`src/hdl/cp1252tc_pkg.sv`:
```
// ----------------------------------------------------------------------------
// cp1252tc_pkg
// Shared types, constants and mapping functions of the Windows-1252 / UTF-8
// transcoder.
// ----------------------------------------------------------------------------
package cp1252tc_pkg;

   localparam logic DIR_ENC = 1'b0;   // windows-1252 to utf-8
   localparam logic DIR_DEC = 1'b1;   // utf-8 to windows-1252

   localparam logic [7:0]  QMARK      = 8'h3F;
   localparam logic [7:0]  NUL_MAP    = 8'h81;
   localparam logic [15:0] TWO_BYTE_MIN   = 16'h0080;
   localparam logic [15:0] THREE_BYTE_MIN = 16'h0800;

   localparam int JOB_SLOTS = 3;

   localparam logic [15:0] HIGH_TABLE [32] = '{
      16'h20AC, 16'h0000, 16'h201A, 16'h0192, 16'h201E, 16'h2026, 16'h2020, 16'h2021,
      16'h02C6, 16'h2030, 16'h0160, 16'h2039, 16'h0152, 16'h0000, 16'h017D, 16'h0000,
      16'h0000, 16'h2018, 16'h2019, 16'h201C, 16'h201D, 16'h2022, 16'h2013, 16'h2014,
      16'h02DC, 16'h2122, 16'h0161, 16'h203A, 16'h0153, 16'h0000, 16'h017E, 16'h0178
   };

   // one queued transaction: up to three code points and how many bytes they give
   typedef struct packed {
      logic                            dir;
      logic [JOB_SLOTS-1:0][15:0]      cps;
      logic [1:0]                      cnt;
      logic                            eos;
   } job_type;

   function automatic logic [15:0] byte_to_cp(input logic [7:0] b);
      logic [15:0] t;
      t = HIGH_TABLE[b[4:0]];
      if (b[7:5] == 3'b100 && t != 16'h0000) begin
         return t;
      end
      return {8'h00, b};
   endfunction

   function automatic logic [7:0] cp_to_byte(input logic [15:0] cp);
      logic [7:0] res;
      logic       hit;
      res = QMARK;
      hit = 1'b0;
      for (int i = 0; i < 32; i++) begin
         if (!hit && HIGH_TABLE[i] == cp) begin
            res = 8'h80 + 8'(i);
            hit = 1'b1;
         end
      end
      if ((cp != 16'h0000 && cp < 16'h0080) || (cp >= 16'h00A0 && cp <= 16'h00FF)) begin
         res = cp[7:0];
      end else if (cp inside {16'h0081, 16'h008D, 16'h008F, 16'h0090, 16'h009D}) begin
         res = cp[7:0];
      end else if (cp == 16'h0000) begin
         res = NUL_MAP;
      end
      return res;
   endfunction

   // byte idx of the utf-8 form of cp, which is cnt bytes long
   function automatic logic [7:0] utf8_byte(input logic [15:0] cp, input logic [1:0] cnt,
                                            input logic [1:0] idx);
      logic [7:0] res;
      case (cnt)
         2'd2: begin
            res = (idx == 2'd0) ? {3'b110, cp[10:6]} : {2'b10, cp[5:0]};
         end
         2'd3: begin
            case (idx)
               2'd0:    res = {4'b1110, cp[15:12]};
               2'd1:    res = {2'b10, cp[11:6]};
               default: res = {2'b10, cp[5:0]};
            endcase
         end
         default: res = cp[7:0];
      endcase
      return res;
   endfunction

endpackage

```
`src/hdl/cp1252tc_front.sv`:
```
// ----------------------------------------------------------------------------
// cp1252tc_front
// Accepts source bytes, holds the direction register and the pending utf-8
// sequence, and turns each byte into a job of code points for the back end.
// ----------------------------------------------------------------------------
module cp1252tc_front (
   input  logic                  clock,
   input  logic                  reset,
   input  logic                  csr_valid,
   input  logic                  csr_data,
   input  logic                  in_valid,
   output logic                  in_ready,
   input  logic [7:0]            in_byte,
   input  logic                  in_eos,
   input  logic                  queue_full,
   output logic                  push,
   output cp1252tc_pkg::job_type push_job
);
   import cp1252tc_pkg::*;

   logic            direction_ff, direction_in;
   logic [1:0][7:0] pend_ff, pend_in;
   logic [1:0]      pcnt_ff, pcnt_in;

   logic            accept;
   logic [2:0][7:0] q;
   logic [1:0]      len;
   logic [1:0]      n;
   logic            go;
   logic [7:0]      b0;
   logic [1:0]      used;
   logic [15:0]     val;
   logic            hold;
   logic [JOB_SLOTS-1:0][15:0] dec_cps;
   logic [15:0]     enc_cp;
   logic [1:0]      enc_cnt;

   assign in_ready = !queue_full;
   assign accept   = in_valid && in_ready;

   // utf-8 parse over pending bytes plus the new one, at most three results
   always_comb begin
      q       = '0;
      dec_cps = '0;
      n       = 2'd0;
      go      = 1'b1;
      b0      = 8'h00;
      used    = 2'd1;
      val     = {8'h00, QMARK};
      hold    = 1'b0;
      case (pcnt_ff)
         2'd0:    q = {16'h0000, in_byte};
         2'd1:    q = {8'h00, in_byte, pend_ff[0]};
         default: q = {in_byte, pend_ff[1], pend_ff[0]};
      endcase
      len = (pcnt_ff > 2'd2) ? 2'd3 : pcnt_ff + 2'd1;
      for (int k = 0; k < JOB_SLOTS; k++) begin
         if (go && len != 2'd0) begin
            b0   = q[0];
            used = 2'd1;
            val  = {8'h00, QMARK};
            hold = 1'b0;
            if (!b0[7]) begin
               val = {8'h00, b0};
            end else if (b0[7:5] == 3'b110) begin
               if (len >= 2'd2) begin
                  if (q[1][7:6] == 2'b10) begin
                     val  = {5'd0, b0[4:0], q[1][5:0]};
                     used = 2'd2;
                  end
               end else if (!in_eos) begin
                  hold = 1'b1;
               end
            end else if (b0[7:4] == 4'b1110) begin
               if (len >= 2'd2 && q[1][7:6] != 2'b10) begin
                  // bad lead, emit '?' for it alone
                  val = {8'h00, QMARK};
               end else if (len == 2'd3) begin
                  if (q[2][7:6] == 2'b10) begin
                     val  = {b0[3:0], q[1][5:0], q[2][5:0]};
                     used = 2'd3;
                  end
               end else if (!in_eos) begin
                  hold = 1'b1;
               end
            end
            if (hold) begin
               go = 1'b0;
            end else begin
               dec_cps[n] = val;
               n = n + 2'd1;
               case (used)
                  2'd1:    q = {8'h00, q[2], q[1]};
                  2'd2:    q = {16'h0000, q[2]};
                  default: q = '0;
               endcase
               len = len - used;
            end
         end
      end
   end

   always_comb begin
      enc_cp = byte_to_cp(in_byte);
      if (enc_cp < TWO_BYTE_MIN) begin
         enc_cnt = 2'd1;
      end else if (enc_cp < THREE_BYTE_MIN) begin
         enc_cnt = 2'd2;
      end else begin
         enc_cnt = 2'd3;
      end
   end

   always_comb begin
      push_job.dir = direction_ff;
      push_job.eos = in_eos;
      if (direction_ff == DIR_DEC) begin
         push_job.cps = dec_cps;
         push_job.cnt = n;
      end else begin
         push_job.cps = {32'h0, enc_cp};
         push_job.cnt = enc_cnt;
      end
   end

   // a waiting step only extends the pending sequence and queues nothing
   assign push = accept && push_job.cnt != 2'd0;

   always_comb begin
      direction_in = direction_ff;
      pend_in      = pend_ff;
      pcnt_in      = pcnt_ff;
      if (csr_valid) begin
         direction_in = csr_data;
         pend_in      = '0;
         pcnt_in      = 2'd0;
      end else if (accept && direction_ff == DIR_DEC) begin
         pend_in = {q[1], q[0]};
         pcnt_in = len;
      end
   end

   always_ff @(posedge clock) begin
      if (reset) begin
         direction_ff <= DIR_ENC;
         pend_ff      <= '0;
         pcnt_ff      <= 2'd0;
      end else begin
         direction_ff <= direction_in;
         pend_ff      <= pend_in;
         pcnt_ff      <= pcnt_in;
      end
   end

endmodule

```
`src/hdl/cp1252tc_queue.sv`:
```
// ----------------------------------------------------------------------------
// cp1252tc_queue
// Small job queue between the front and back ends.
// ----------------------------------------------------------------------------
module cp1252tc_queue #(
   parameter int DEPTH = 4   // two or more
) (
   input  logic                  clock,
   input  logic                  reset,
   input  logic                  push,
   input  cp1252tc_pkg::job_type push_job,
   output logic                  full,
   input  logic                  pop,
   output logic                  head_valid,
   output cp1252tc_pkg::job_type head_job
);
   import cp1252tc_pkg::*;

   localparam int PTR_W = (DEPTH > 1) ? $clog2(DEPTH) : 1;
   localparam int CNT_W = $clog2(DEPTH + 1);

   job_type            mem [DEPTH];
   logic [PTR_W-1:0]   wr_ptr_ff, wr_ptr_in;
   logic [PTR_W-1:0]   rd_ptr_ff, rd_ptr_in;
   logic [CNT_W-1:0]   count_ff, count_in;
   logic               do_push, do_pop;

   assign full       = (count_ff == CNT_W'(DEPTH));
   assign head_valid = (count_ff != '0);
   assign head_job   = mem[rd_ptr_ff];
   assign do_push    = push && !full;
   assign do_pop     = pop && head_valid;

   always_comb begin
      wr_ptr_in = wr_ptr_ff;
      rd_ptr_in = rd_ptr_ff;
      count_in  = count_ff;
      if (do_push) begin
         wr_ptr_in = (wr_ptr_ff == PTR_W'(DEPTH - 1)) ? '0 : wr_ptr_ff + 1'b1;
      end
      if (do_pop) begin
         rd_ptr_in = (rd_ptr_ff == PTR_W'(DEPTH - 1)) ? '0 : rd_ptr_ff + 1'b1;
      end
      if (do_push && !do_pop) begin
         count_in = count_ff + 1'b1;
      end else if (do_pop && !do_push) begin
         count_in = count_ff - 1'b1;
      end
   end

   always_ff @(posedge clock) begin
      if (do_push) begin
         mem[wr_ptr_ff] <= push_job;
      end
   end

   always_ff @(posedge clock) begin
      if (reset) begin
         wr_ptr_ff <= '0;
         rd_ptr_ff <= '0;
         count_ff  <= '0;
      end else begin
         wr_ptr_ff <= wr_ptr_in;
         rd_ptr_ff <= rd_ptr_in;
         count_ff  <= count_in;
      end
   end

endmodule

```
`src/hdl/cp1252tc_back.sv`:
```
// ----------------------------------------------------------------------------
// cp1252tc_back
// Walks the head job one output byte per cycle, unless rsp stalls, into the result register:
// utf-8 byte forming when encoding, reverse table mapping when decoding.
// ----------------------------------------------------------------------------
module cp1252tc_back (
   input  logic                  clock,
   input  logic                  reset,
   input  logic                  head_valid,
   input  cp1252tc_pkg::job_type head_job,
   output logic                  pop,
   output logic                  rsp_tvalid,
   input  logic                  rsp_tready,
   output logic [7:0]            rsp_tdata,
   output logic                  rsp_tuser,
   output logic                  rsp_tlast
);
   import cp1252tc_pkg::*;

   logic        valid_ff, valid_in;
   logic [7:0]  data_ff, data_in;
   logic        run_ff, run_in;
   logic        str_ff, str_in;
   logic [1:0]  idx_ff, idx_in;
   logic        load, take, last;
   logic [15:0] sel_cp;

   assign load = !valid_ff || rsp_tready;
   assign take = load && head_valid;
   assign last = (idx_ff == head_job.cnt - 2'd1);
   assign pop  = take && last;

   always_comb begin
      case (idx_ff)
         2'd0:    sel_cp = head_job.cps[0];
         2'd1:    sel_cp = head_job.cps[1];
         default: sel_cp = head_job.cps[2];
      endcase
   end

   always_comb begin
      idx_in   = idx_ff;
      valid_in = valid_ff;
      data_in  = data_ff;
      run_in   = run_ff;
      str_in   = str_ff;
      if (take) begin
         idx_in   = last ? 2'd0 : idx_ff + 2'd1;
         valid_in = 1'b1;
         data_in  = (head_job.dir == DIR_DEC) ? cp_to_byte(sel_cp)
                                              : utf8_byte(head_job.cps[0], head_job.cnt, idx_ff);
         run_in   = last;
         str_in   = last && head_job.eos;
      end else if (rsp_tready) begin
         valid_in = 1'b0;
      end
   end

   always_ff @(posedge clock) begin
      data_ff <= data_in;
      run_ff  <= run_in;
      str_ff  <= str_in;
   end

   always_ff @(posedge clock) begin
      if (reset) begin
         valid_ff <= 1'b0;
         idx_ff   <= 2'd0;
      end else begin
         valid_ff <= valid_in;
         idx_ff   <= idx_in;
      end
   end

   assign rsp_tvalid = valid_ff;
   assign rsp_tdata  = data_ff;
   assign rsp_tuser  = run_ff;
   assign rsp_tlast  = str_ff;

endmodule

```
`src/hdl/cp1252_utf8_transcoder.sv`:
```
// ----------------------------------------------------------------------------
// cp1252_utf8_transcoder
// Streaming Windows-1252 / UTF-8 byte transcoder, top level.
// ----------------------------------------------------------------------------
// Usage:
//   csr port writes the direction bit (0 encodes windows-1252 to utf-8,
//   1 decodes utf-8 to windows-1252); a write also drops any pending partial
//   utf-8 sequence. csr_ready is always high; write only while idle.
//   req stream carries source bytes, tlast on the final byte of a string.
//   rsp stream carries converted bytes; tuser marks the last byte produced
//   by one req transaction, tlast the final byte of the string.
// Timing:
//   a req transaction is classified in the cycle it is accepted and queued;
//   its rsp bytes come from the job queue through the output register.
//   the back end emits one rsp byte per cycle while rsp is not stalled; an
//   item produces one to three bytes (none when a byte only extends a
//   pending sequence); req is accepted every cycle while the job queue has
//   room.
// Reset clears the direction to encode, the pending sequence, the queue and
// the output valid flag. When rsp stalls the output byte holds and the queue
// fills, after which req_tready drops.
// ----------------------------------------------------------------------------
module cp1252_utf8_transcoder #(
   parameter int QUEUE_DEPTH = 4
) (
   input  logic       clock,
   input  logic       reset,
   input  logic       csr_valid,
   output logic       csr_ready,
   input  logic       csr_data,     // direction
   input  logic       req_tvalid,
   output logic       req_tready,
   input  logic [7:0] req_tdata,    // data_byte
   input  logic       req_tlast,    // end_of_string
   output logic       rsp_tvalid,
   input  logic       rsp_tready,
   output logic [7:0] rsp_tdata,    // out_byte
   output logic       rsp_tuser,    // last_of_run
   output logic       rsp_tlast     // last_of_string
);
   import cp1252tc_pkg::*;

   logic    push, full, pop, head_valid;
   job_type push_job, head_job;

   assign csr_ready = 1'b1;

   cp1252tc_front u_front (
      .clock      (clock),
      .reset      (reset),
      .csr_valid  (csr_valid),
      .csr_data   (csr_data),
      .in_valid   (req_tvalid),
      .in_ready   (req_tready),
      .in_byte    (req_tdata),
      .in_eos     (req_tlast),
      .queue_full (full),
      .push       (push),
      .push_job   (push_job)
   );

   cp1252tc_queue #(
      .DEPTH (QUEUE_DEPTH)
   ) u_queue (
      .clock      (clock),
      .reset      (reset),
      .push       (push),
      .push_job   (push_job),
      .full       (full),
      .pop        (pop),
      .head_valid (head_valid),
      .head_job   (head_job)
   );

   cp1252tc_back u_back (
      .clock      (clock),
      .reset      (reset),
      .head_valid (head_valid),
      .head_job   (head_job),
      .pop        (pop),
      .rsp_tvalid (rsp_tvalid),
      .rsp_tready (rsp_tready),
      .rsp_tdata  (rsp_tdata),
      .rsp_tuser  (rsp_tuser),
      .rsp_tlast  (rsp_tlast)
   );

endmodule

```
`config.mk`:
```
export PLATFORM = sky130hd
export DESIGN_NAME = cp1252_utf8_transcoder
export DESIGN_NICKNAME = d
export VERILOG_FILES = /design/src/hdl/cp1252tc_pkg.sv /design/src/hdl/cp1252tc_front.sv /design/src/hdl/cp1252tc_queue.sv /design/src/hdl/cp1252tc_back.sv /design/src/hdl/cp1252_utf8_transcoder.sv
export SDC_FILE = /design/constraint.sdc
export NUM_CORES = 1
export LEC_CHECK = 0
export ABC_AREA = 1
export BUFFER_PORTS_ARGS = -buffer_cell sky130_fd_sc_hd__buf_2
export CAP_MARGIN = 5
export CORE_AREA = 2 2 197 199
export CTS_CLUSTER_DIAMETER = 50
export DETAILED_ROUTE_END_ITERATION = 6
export DIE_AREA = 0 0 199 201
export PLACE_DENSITY = 0.62
export SYNTH_ARGS = -nofsm -noshare
export SYNTH_HDL_FRONTEND = slang
export SYNTH_HIERARCHICAL = 1
export SYNTH_SLANG_ARGS = --single-unit
```
`constraint.sdc`:
```
create_clock -name clock -period 13.2 [get_ports clock]
set_clock_uncertainty 0.1 [all_clocks]
set_input_delay 1.32 -clock clock [delete_from_list [all_inputs] [get_ports clock]]
set_output_delay 1.32 -clock clock [all_outputs]
set_load 0.02 [all_outputs]
```
==> parameters.txt, run 1 <==
Parameter                              Value

Status
  Outcome ... completed

STA
  Fmax achieved ... 0.1223 GHz
  Final-report setup violation count ... 0
  Final Slew Violations ... 0
  Ratio of final minimum period to clock period ... 61.96%
  Slew at the pin with the worst max-slew slack ... 0.8555 ns
  Tmin final ... 8.179 ns
  WHS ... 0.3674 ns
  Sum of negative setup slack ... 0 ns
  Headroom to the max-slew limit ... 42.97%
  Worst Setup Slack, final ... 5.021 ns
  Unrepaired setup endpoints after global routing ... false
  Total count of hold-check failures in the final report ... 0

Clock network
  TritonCTS Sinks ... 249
  Clock tree buffer depth ... 3
  Clock tree root buffer cell ... sky130_fd_sc_hd__clkbuf_16
  Number of buffers created by CTS ... 30
  Number of hold-repair buffers added at the cts stage ... 0
  Maximum level of the CTS H-tree ... 1
  CTS tree ... done
  Post-CTS clock slew at the launch and capture registers of the worst setup and hold paths ... 0.06 ns
  Later-pin clock latency in the skew report ... 0.57 ns
  Post-CTS setup-driven buffer insertion count ... 0
  Quantity of gates resized following cts ... 0

Job
  Number of max-capacitance violations reported ... 0

Floorplan
  Die Width ... 199 um
  Total die area ... 40000 sq um
  Number of top-level design ports ... 28
  Number of cell rows ... 72
  Starting density of the core ... 37.51%
  Die boundary height ... 201 um
  Core ar. ... 38110 sq um

Critical path
  Cell family with the largest share of critical-path delay ... simple AND/OR/NAND/NOR gates
  Slowest cell on the critical path ... sky130_fd_sc_hd__dfxtp_1
  Arrival time of data at the critical path endpoint ... 8.28 ns
  Setup Crit Path Kind ... flip-flop to flip-flop
  End of the worst register-to-register path ... u_queue/mem[2][48]
  Endpoint type of the worst setup path ... flip-flop
  Maximum fanout along the worst path ... 52
  Required time reported for the critical path endpoint ... 13.30 ns
  Origin of the critical flop-to-flop path ... u_front/pcnt_ff[1]
  Number of gates on the worst path with buffers counted ... 37
  R2R depth ... 37
  Worst setup slack for register-to-register paths ... 5.02 ns
  Buf+Inv Stages, Crit Path ... 7
  Crit path capture ... u_queue/mem[2][48]
  Worst setup path startpoint ... u_front/pcnt_ff[1]
  Critical path startpoint category ... flip-flop
  Crit-path max cell delay ... 0.74 ns

Synth
  Number of synthesis warnings ... 6
  Sequential element share of the synthesized area ... 50.14%
  Cell count after synthesis ... 1553
  Summed instance area of the synthesized netlist ... 14290 sq um
  Post-Synthesis Mean Instance Area ... 9.204 sq um
  Count of state elements after synthesis ... 249
  Number of distinct library cells after synthesis ... 56

Detailed routing
  Count of routing violations after the opening detailed-route iteration ... 913
  Number of antenna-violating nets in the routed design ... 0
  Routed wirelength normalized by instance count ... 18.02 um
  Vias per inst ... 5.297
  Vias ... 11100
  Residual DRC count ... 0
  Pre-antenna DRT Iters ... 5
  Total detailed-routing wirelength ... 37760 um

Placed design
  Placement-stage cell area ... 14690 sq um
  IO buf count ... 26
  Number of placed cells counting well taps ... 2039
  GPL Wtd Cong ... 0.9556
  Placed wire-length estimate ... 26400 um
  Worst setup slack before clock tree synthesis ... 4.873 ns

Finish
  Final antenna diode count ... 0
  Filler-free cell count of the finished design ... 2095
  Final-stage net count ... 1598
  Post-route cell area ... 15780 sq um
  Number of fill cells in the layout ... 3712
  Leading cell types in the layout, fill and taps excluded ... sky130_fd_sc_hd__nand2_1, sky130_fd_sc_hd__edfxtp_1, sky130_fd_sc_hd__nor2_1, sky130_fd_sc_hd__o21ai_0, sky130_fd_sc_hd__inv_1
  Layout Utilization ... 41.42%
  Leading cell type in the layout, fill and taps excluded ... sky130_fd_sc_hd__nand2_1
  Area growth from synthesis to layout ... 10.42%
  Share of layout cells above drive strength 1 ... 15.92%

Global route
  Congestion Overflow GR ... 0
  Gr usage total ... 18.97%
  Pin count of the biggest net entering global routing ... 73
  Wire length of the first global-routing pass ... 59510 um
  Number of antenna violations at the first check in global routing ... 0
  Number of global-route vias before repair ... 10660

Hold path
  Worst min-delay path class ... flip-flop to flip-flop
  Hold path depth ... 2

Pwr
  Power density over cell area ... 206.1 nW/um^2
  Post-route total power ... 3.252 mW
  IR drop worst, VDD ... 113.7 uV
  Leakage power ... 5.844 nW
## where the power goes
part	switching, mW	internal (mW)
clock network	0.346	0.534
registers	0.0520	0.987
logic	0.952	0.382
total	1.35	1.90
## worst register-to-register path, delay by kind of cell, from the launching register on
family                   cells  cell delay (ns)
adder cells (fa/ha/maj)      2             0.66
buffers and inverters        7             1.62
flip-flops                   1             0.74
AO/OA/AOI/OAI                3             0.69
AND/OR/NAND/NOR             25             3.97
## synth_stat cells (all sizes together)
master | count | area (sq um)
a211oi | 3 | 22.52
a21oi | 70 | 361.6
a221oi | 3 | 26.28
a22o | 2 | 17.52
a22oi | 5 | 37.54
a31oi | 2 | 12.51
a32o | 2 | 20.02
and3 | 1 | 6.260
buf | 55 | 445.4
clkbuf | 26 | 97.59
clkinv | 3 | 12.51
conb | 3 | 11.26
dfxtp | 31 | 620.6
edfxtp | 218 | 6546
fa | 1 | 20.02
ha | 29 | 362.9
inv | 155 | 584.3
nand2 | 296 | 1234
nand3 | 70 | 417.9
nand3b | 4 | 30.03
nand4 | 29 | 181.4
nor2 | 243 | 1252
nor3 | 13 | 70.07
nor4 | 4 | 31.28
o2111ai | 1 | 8.760
o211ai | 13 | 97.59
o21ai | 180 | 919.6
o221ai | 2 | 17.52
o22ai | 73 | 694.4
o311ai | 1 | 8.760
o31ai | 9 | 77.57
o41ai | 1 | 8.760
or2 | 1 | 6.260
or4 | 2 | 15.01
xnor2 | 1 | 8.760
xor2 | 1 | 8.760
## per-layer routing
metal	up-vias	GRT usage, %	wire length (um)
met1	5292	25.78	16680
met5	-	0	0
met2	385	31.73	17940
met4	0	5.144	1037
li1	5353	-	-
met3	68	2.503	2091
## how the worst min path moves through the flow
stage / endpoint / from / slack (ns)
floorplan: u_front/pend_ff[9] / u_front/pend_ff[9] / 0.34
global placement: u_front/pend_ff[10] / u_front/pend_ff[10] / 0.36
detailed placement: u_front/pend_ff[10] / u_front/pend_ff[10] / 0.36
CTS: u_front/pend_ff[10] / u_front/pend_ff[10] / 0.37
global route: u_front/pend_ff[8] / u_front/pend_ff[8] / 0.38
finish: u_front/pend_ff[10] / u_front/pend_ff[10] / 0.37
## cell families after synthesis
family / after synthesis / share of synthesized area [%]
AND/OR/NAND/NOR: 663 / 22.70
AO/OA/AOI/OAI: 367 / 16.31
flip-flops: 249 / 50.14
buffers and inverters: 239 / 7.974
adder cells (fa/ha/maj): 30 / 2.679
other: 3 / 0.07878
XOR/XNOR: 2 / 0.1226
## registers in the layout, summed over array words and instances, names as in the netlist, 2 cells and up, named ones only
register / count
u_queue/count_ff: 3
u_back/rsp_tdata: 8
u_front/pend_ff: 16
u_front/pcnt_ff: 2
u_back/idx_ff: 2
u_queue/rd_ptr_ff: 2
u_queue/wr_ptr_ff: 2
u_queue/mem: 208
## layout make-up
cell class                      count  area [sq um]  area share (%)
Multi-Input combinational cell   1078          6066           38.43
Clock inverter                     21         310.3           1.966
Tap cell                          518         648.1           4.107
Timing Repair Buffer               36         205.2           1.300
Clock buffer                       35         779.5           4.939
Inverter                          158         601.8           3.813
Sequential cell                   249          7172           45.44
(Power assumes the default switching activity.)
==> run 2: changes to the inputs <==
Settings changed: PLACE_DENSITY 0.62 to 0.63.
Clock period 13.2 ns to 7.1 ns, I/O delays scaled along.
==> run 2 against run 1 <==
  * Clock power increased by 79%
  * Design area increased by 0.63%
  * First-iteration DRC count increased by 11%
  * Count of clock-buffer cells in the layout decreased by 4
  * Maximum frequency increased by 27%
  * Wire length increased by 1.9%
  * Worst setup slack got worse by 4.3 ns
  * Sequential share of layout area decreased by 0.28 points
  * Critical path depth increased by 7
  * Sequential cell count unchanged
==> parameters.txt, run 2 (synthesis results as in run 1) <==
Parameter                              Value

Clock network
  Post-CTS clock slew at the launch and capture registers of the worst setup and hold paths ... 0.06 ns
  Number of buffers created by CTS ... 29
  Maximum level of the CTS H-tree ... 1
  Later-pin clock latency in the skew report ... 0.57 ns
  Clock tree root buffer cell ... sky130_fd_sc_hd__clkbuf_16
  Clock tree buffer depth ... 3
  TritonCTS Sinks ... 249
  CTS tree ... done

Finish
  Layout Utilization ... 41.68%
  Final-stage net count ... 1615
  Area growth from synthesis to layout ... 11.11%
  Filler-free cell count of the finished design ... 2111
  Sequential cell area ... 7173 sq um
  Final antenna diode count ... 0
  Total area of multi-input combinational cells ... 6072 sq um
  Leading cell type in the layout, fill and taps excluded ... sky130_fd_sc_hd__nand2_1
  Leading cell types in the layout, fill and taps excluded ... sky130_fd_sc_hd__nand2_1, sky130_fd_sc_hd__edfxtp_1, sky130_fd_sc_hd__nor2_1, sky130_fd_sc_hd__o21ai_0, sky130_fd_sc_hd__inv_1
  Number of fill cells in the layout ... 3708
  Register bank with the most flops ... u_queue/mem
  Number of flip-flops under the largest register name ... 208
  Share of layout cells above drive strength 1 ... 16.64%

Detailed routing
  Pre-antenna DRT Iters ... 5
  Vias per inst ... 5.288
  Number of antenna-violating nets in the routed design ... 0
  Count of routing violations after the opening detailed-route iteration ... 1010
  Vias ... 11160
  Residual DRC count ... 0
  Routed wirelength normalized by instance count ... 18.23 um
  Total detailed-routing wirelength ... 38480 um

STA
  Total count of hold-check failures in the final report ... 0
  Final Slew Violations ... 0
  Unrepaired setup endpoints after global routing ... false
  Tmin final ... 6.422 ns
  Final-report setup violation count ... 0
  Headroom to the max-slew limit ... 36.64%
  Slew at the pin with the worst max-slew slack ... 0.9504 ns
  Fmax achieved ... 0.1557 GHz
  Sum of negative setup slack ... 0 ns
  Ratio of final minimum period to clock period ... 90.44%
  Worst Setup Slack, final ... 0.6784 ns

Critical path
  Required time reported for the critical path endpoint ... 7.46 ns
  Endpoint type of the worst setup path ... flip-flop
  Slowest cell on the critical path ... sky130_fd_sc_hd__dfxtp_2
  Critical path startpoint category ... flip-flop
  Crit-path max cell delay ... 0.42 ns
  Arrival time of data at the critical path endpoint ... 6.78 ns
  Maximum fanout along the worst path ... 11
  Setup Crit Path Kind ... flip-flop to flip-flop

Floorplan
  Total die area ... 40000 sq um
  Die boundary height ... 201 um
  Core ar. ... 38110 sq um
  Starting density of the core ... 37.51%
  Number of top-level design ports ... 28
  Number of cell rows ... 72
  Die Width ... 199 um

Pwr
  Power density over cell area ... 379.7 nW/um^2
  Leakage power ... 5.914 nW
  Post-route total power ... 6.031 mW
  IR drop worst, VDD ... 289.4 uV

Placed design
  Placed wire-length estimate ... 27230 um
  Number of placed cells counting well taps ... 2054
  Worst setup slack before clock tree synthesis ... 0.4078 ns
  IO buf count ... 26
  GPL Wtd Cong ... 0.9622

Hold path
  Worst min-delay path class ... input pin to flip-flop

Global route
  Number of global-route vias before repair ... 10610
  Congestion Overflow GR ... 0
  Wire length of the first global-routing pass ... 59820 um
  Gr usage total ... 19.18%
  Pin count of the biggest net entering global routing ... 69
  Number of antenna violations at the first check in global routing ... 0

Status
  Outcome ... completed

Job
  Number of max-capacitance violations reported ... 0
## run 2: cell count changes in the layout (fill, tap and decap cells not counted), sizes merged
| cell | before | now |
|---|---|---|
| clkinvlp | 3 | 1 |
| clkinv | 9 | 15 |
| buf | 36 | 54 |
| inv | 162 | 160 |
| clkbuf | 35 | 31 |
## run 2: layout make-up
type / count / area share, %
flip-flops and latches: 249 / 45.17
multi-input cells: 1078 / 38.23
clock buffers: 31 / 4.617
well taps: 518 / 4.081
inverters: 158 / 3.789
repair buffers: 54 / 2.300
clock inverters: 23 / 1.812
## run 2: what timing repair did
action / 4_1_cts / 5_1_grt
hold buffers: 0 / 0
resized for setup: 0 / 3
buffers inserted: 0 / 3
setup endpoints to repair: 0 / 82
## run 2: final timing paths
kind                  startpoint                   end  slack (ns)  depth (start not counted)
max           u_front/pcnt_ff[1]   u_queue/count_ff[2]        0.68                         44
min                     csr_data  u_front/direction_ff        0.28                          3
max reg2reg   u_front/pcnt_ff[1]   u_queue/count_ff[2]        0.68                         44
min reg2reg  u_front/pend_ff[12]   u_front/pend_ff[12]        0.37                          2
## run 2: metal layers
metal,global-route usage (%),vias up,part of all wire [%]
li1,-,5379,-
met1,26.01,5313,43
met2,31.47,398,47
met3,3.091,74,6.8
met4,5.837,0,2.9
met5,0,-,0
## run 2: stage by stage
stage	cell area (sq um)	hold WS, ns
after floorplan	14340	0.3364
after global placement	14830	0.3575
after detailed placement	14830	0.3650
after CTS	15850	0.2585
after global routing	15880	0.2837
final	15880	0.2766
## run 2: power by group
group          switching, mW  internal [mW]  leakage (nW)
clock network          0.621          0.945         0.499
registers             0.0950           1.83          2.27
logic                   1.81          0.728          3.15
## run 2: critical path: cells and delay by family, from the launching register on
kind / cells / cell delay [ns]
AND/OR/NAND/NOR: 27 / 2.93
adder cells (fa/ha/maj): 4 / 1.16
buffers and inverters: 10 / 1.07
AO/OA/AOI/OAI: 3 / 0.63
flip-flops: 1 / 0.42
==> run 3: changes to the inputs <==
Settings changed: PLACE_DENSITY 0.63 to 0.62, REMOVE_ABC_BUFFERS set to 1, TNS_END_PERCENT set to 100.
Clock period 7.1 ns to 6.05 ns, I/O delays scaled along.
==> run 3 against run 2 <==
  * Non-clock buffer count grew 26
  * Critical path depth is the same
  * Via count grew 0.92%
  * Design area grew 1.2%
  * Worst setup slack lost 0.12 ns
  * Clock power grew 5%
  * Cell count grew 1.2%
  * Count of clock-buffer cells in the layout grew 3
  * Largest power group unchanged
==> parameters.txt, run 3 (synthesis results as in run 1) <==
Parameter                              Value

Floorplan
  Number of cell rows ... 72
  Total die area ... 40000 sq um
  Die boundary height ... 201 um
  Starting density of the core ... 37.51%
  Die Width ... 199 um
  Number of top-level design ports ... 28
  Core ar. ... 38110 sq um

Finish
  Post-route cell area ... 16070 sq um
  Number of fill cells in the layout ... 3720
  Final-stage net count ... 1641
  Register bank with the most flops ... u_queue/mem
  Area growth from synthesis to layout ... 12.45%
  Share of layout cells above drive strength 1 ... 18.67%
  Leading cell types in the layout, fill and taps excluded ... sky130_fd_sc_hd__nand2_1, sky130_fd_sc_hd__edfxtp_1, sky130_fd_sc_hd__nor2_1, sky130_fd_sc_hd__o21ai_0, sky130_fd_sc_hd__inv_1
  Number of flip-flops under the largest register name ... 208
  Leading cell type in the layout, fill and taps excluded ... sky130_fd_sc_hd__nand2_1

Clock network
  Clock tree root buffer cell ... sky130_fd_sc_hd__clkbuf_16
  TritonCTS Sinks ... 249
  Maximum level of the CTS H-tree ... 1
  Number of buffers created by CTS ... 29
  Post-CTS clock slew at the launch and capture registers of the worst setup and hold paths ... 0.06 ns
  Clock tree buffer depth ... 3
  Number of hold-repair buffers added at the cts stage ... 0
  CTS tree ... done
  Later-pin clock latency in the skew report ... 0.56 ns

Critical path
  Cell family with the largest share of critical-path delay ... simple AND/OR/NAND/NOR gates
  End of the worst register-to-register path ... u_queue/count_ff[2]
  R2R depth ... 44
  Setup Crit Path Kind ... flip-flop to flip-flop
  Worst setup slack for register-to-register paths ... 0.55 ns
  Buf+Inv Stages, Crit Path ... 10
  Arrival time of data at the critical path endpoint ... 5.86 ns
  Crit-path max cell delay ... 0.39 ns
  Origin of the critical flop-to-flop path ... u_front/pcnt_ff[1]
  Required time reported for the critical path endpoint ... 6.41 ns
  Slowest cell on the critical path ... sky130_fd_sc_hd__dfxtp_4
  Dominant cell type by count on the critical path ... sky130_fd_sc_hd__inv_1
  Maximum fanout along the worst path ... 8
  Critical path startpoint category ... flip-flop
  Endpoint type of the worst setup path ... flip-flop

Pwr
  Leakage power ... 6.016 nW
  Post-route total power ... 6.922 mW
  Power density over cell area ... 430.6 nW/um^2
  IR drop worst, VDD ... 431.5 uV

Hold path
  Hold path depth ... 3
  Startpoint of the most critical hold path ... csr_data
  Hold Crit Endpoint ... u_front/direction_ff
  Worst min-delay path class ... input pin to flip-flop

Job
  Number of max-capacitance violations reported ... 0

Detailed routing
  Count of routing violations after the opening detailed-route iteration ... 961
  Vias ... 11270
  Total detailed-routing wirelength ... 38720 um
  Pre-antenna DRT Iters ... 5
  Routed wirelength normalized by instance count ... 18.12 um
  Vias per inst ... 5.272
  Number of antenna-violating nets in the routed design ... 0
  Residual DRC count ... 0

STA
  Slew at the pin with the worst max-slew slack ... 0.9937 ns
  Tmin final ... 5.496 ns
  Total count of hold-check failures in the final report ... 0
  Worst Setup Slack, final ... 0.5543 ns
  Fmax achieved ... 0.1820 GHz
  Ratio of final minimum period to clock period ... 90.84%
  Headroom to the max-slew limit ... 33.75%
  Final-report setup violation count ... 0
  Final Slew Violations ... 0

Placed design
  GPL Wtd Cong ... 0.9714
  Placed wire-length estimate ... 27310 um
  Worst setup slack before clock tree synthesis ... 0.02392 ns
  IO buf count ... 26
  Placement-stage cell area ... 15030 sq um

Global route
  Number of global-route vias before repair ... 10660
  Congestion Overflow GR ... 0
  Pin count of the biggest net entering global routing ... 82
  Wire length of the first global-routing pass ... 59910 um
  Number of antenna violations at the first check in global routing ... 1
  Gr usage total ... 19.28%

Status
  Outcome ... completed
run 3: cell types whose count changed in the layout (fill, tap and decap cells not counted), sizes merged:
cell    delta
bufinv     -4
diode      +1
inv        +2
buf       +26
clkbuf     +3
clkinv     -2
run 3: worst min-delay path: cells and delay by family:
family / cells / cell delay, ns
compound gates: 1 / 0.05
buf+inv: 1 / 0.08
simple gates: 1 / 0.07
run 3: through the flow:
stage          hold slack [ns]  util [%]  TNS [ns]  instances
5_1_grt                 0.1775     42.17  -0.01655       2136
6_report                0.1779     42.18         0       2137
3_3_place_gp            0.3567     39.43         0       2075
4_1_cts                 0.1704     41.81         0       2128
3_5_place_dp            0.3569     39.43         0       2075
2_1_floorplan           0.3369         -   -444.06       1485
run 3: final cells by class:
class | instances | area [sq um] | share of cell area [%]
antenna | 1 | 2.502 | 0.01557
inverter | 158 | 604.3 | 3.760
sequential | 249 | 7179 | 44.67
clock buffer | 34 | 744.5 | 4.632
timing repair buffer | 80 | 598.1 | 3.721
clock inverter | 19 | 161.4 | 1.004
tap | 518 | 648.1 | 4.032
multi-input combinational | 1078 | 6135 | 38.17
run 3: power breakdown:
group / internal [mW] / leakage, nW / switching [mW]
Combinational: 0.880 / 3.31 / 2.18
Clock: 0.938 / 0.439 / 0.708
Sequential: 2.15 / 2.27 / 0.0707
run 3: layer usage:
metal	track usage [%]	wire (um)	up-vias
met5	0	0	-
met2	31.29	18140	334
met1	25.95	17130	5405
met4	7.649	1593	0
li1	-	-	5449
met3	2.722	1845	79
run 3: worst max path at each step:
stage                        from                   to  cells after the start
4_1_cts        u_front/pcnt_ff[1]  u_queue/count_ff[2]                     45
6_report       u_front/pcnt_ff[1]  u_queue/count_ff[2]                     44
3_5_place_dp         req_tdata[7]  u_queue/count_ff[2]                     44
3_3_place_gp         req_tdata[7]  u_queue/count_ff[2]                     44
2_1_floorplan  u_front/pcnt_ff[1]    u_queue/mem[0][0]                     36
5_1_grt        u_front/pcnt_ff[1]  u_queue/count_ff[2]                     44
run 3: what timing repair did:
action                     4_1_cts  5_1_grt
buffers inserted                 0        8
setup endpoints to repair        0      211
resized for setup                0       24
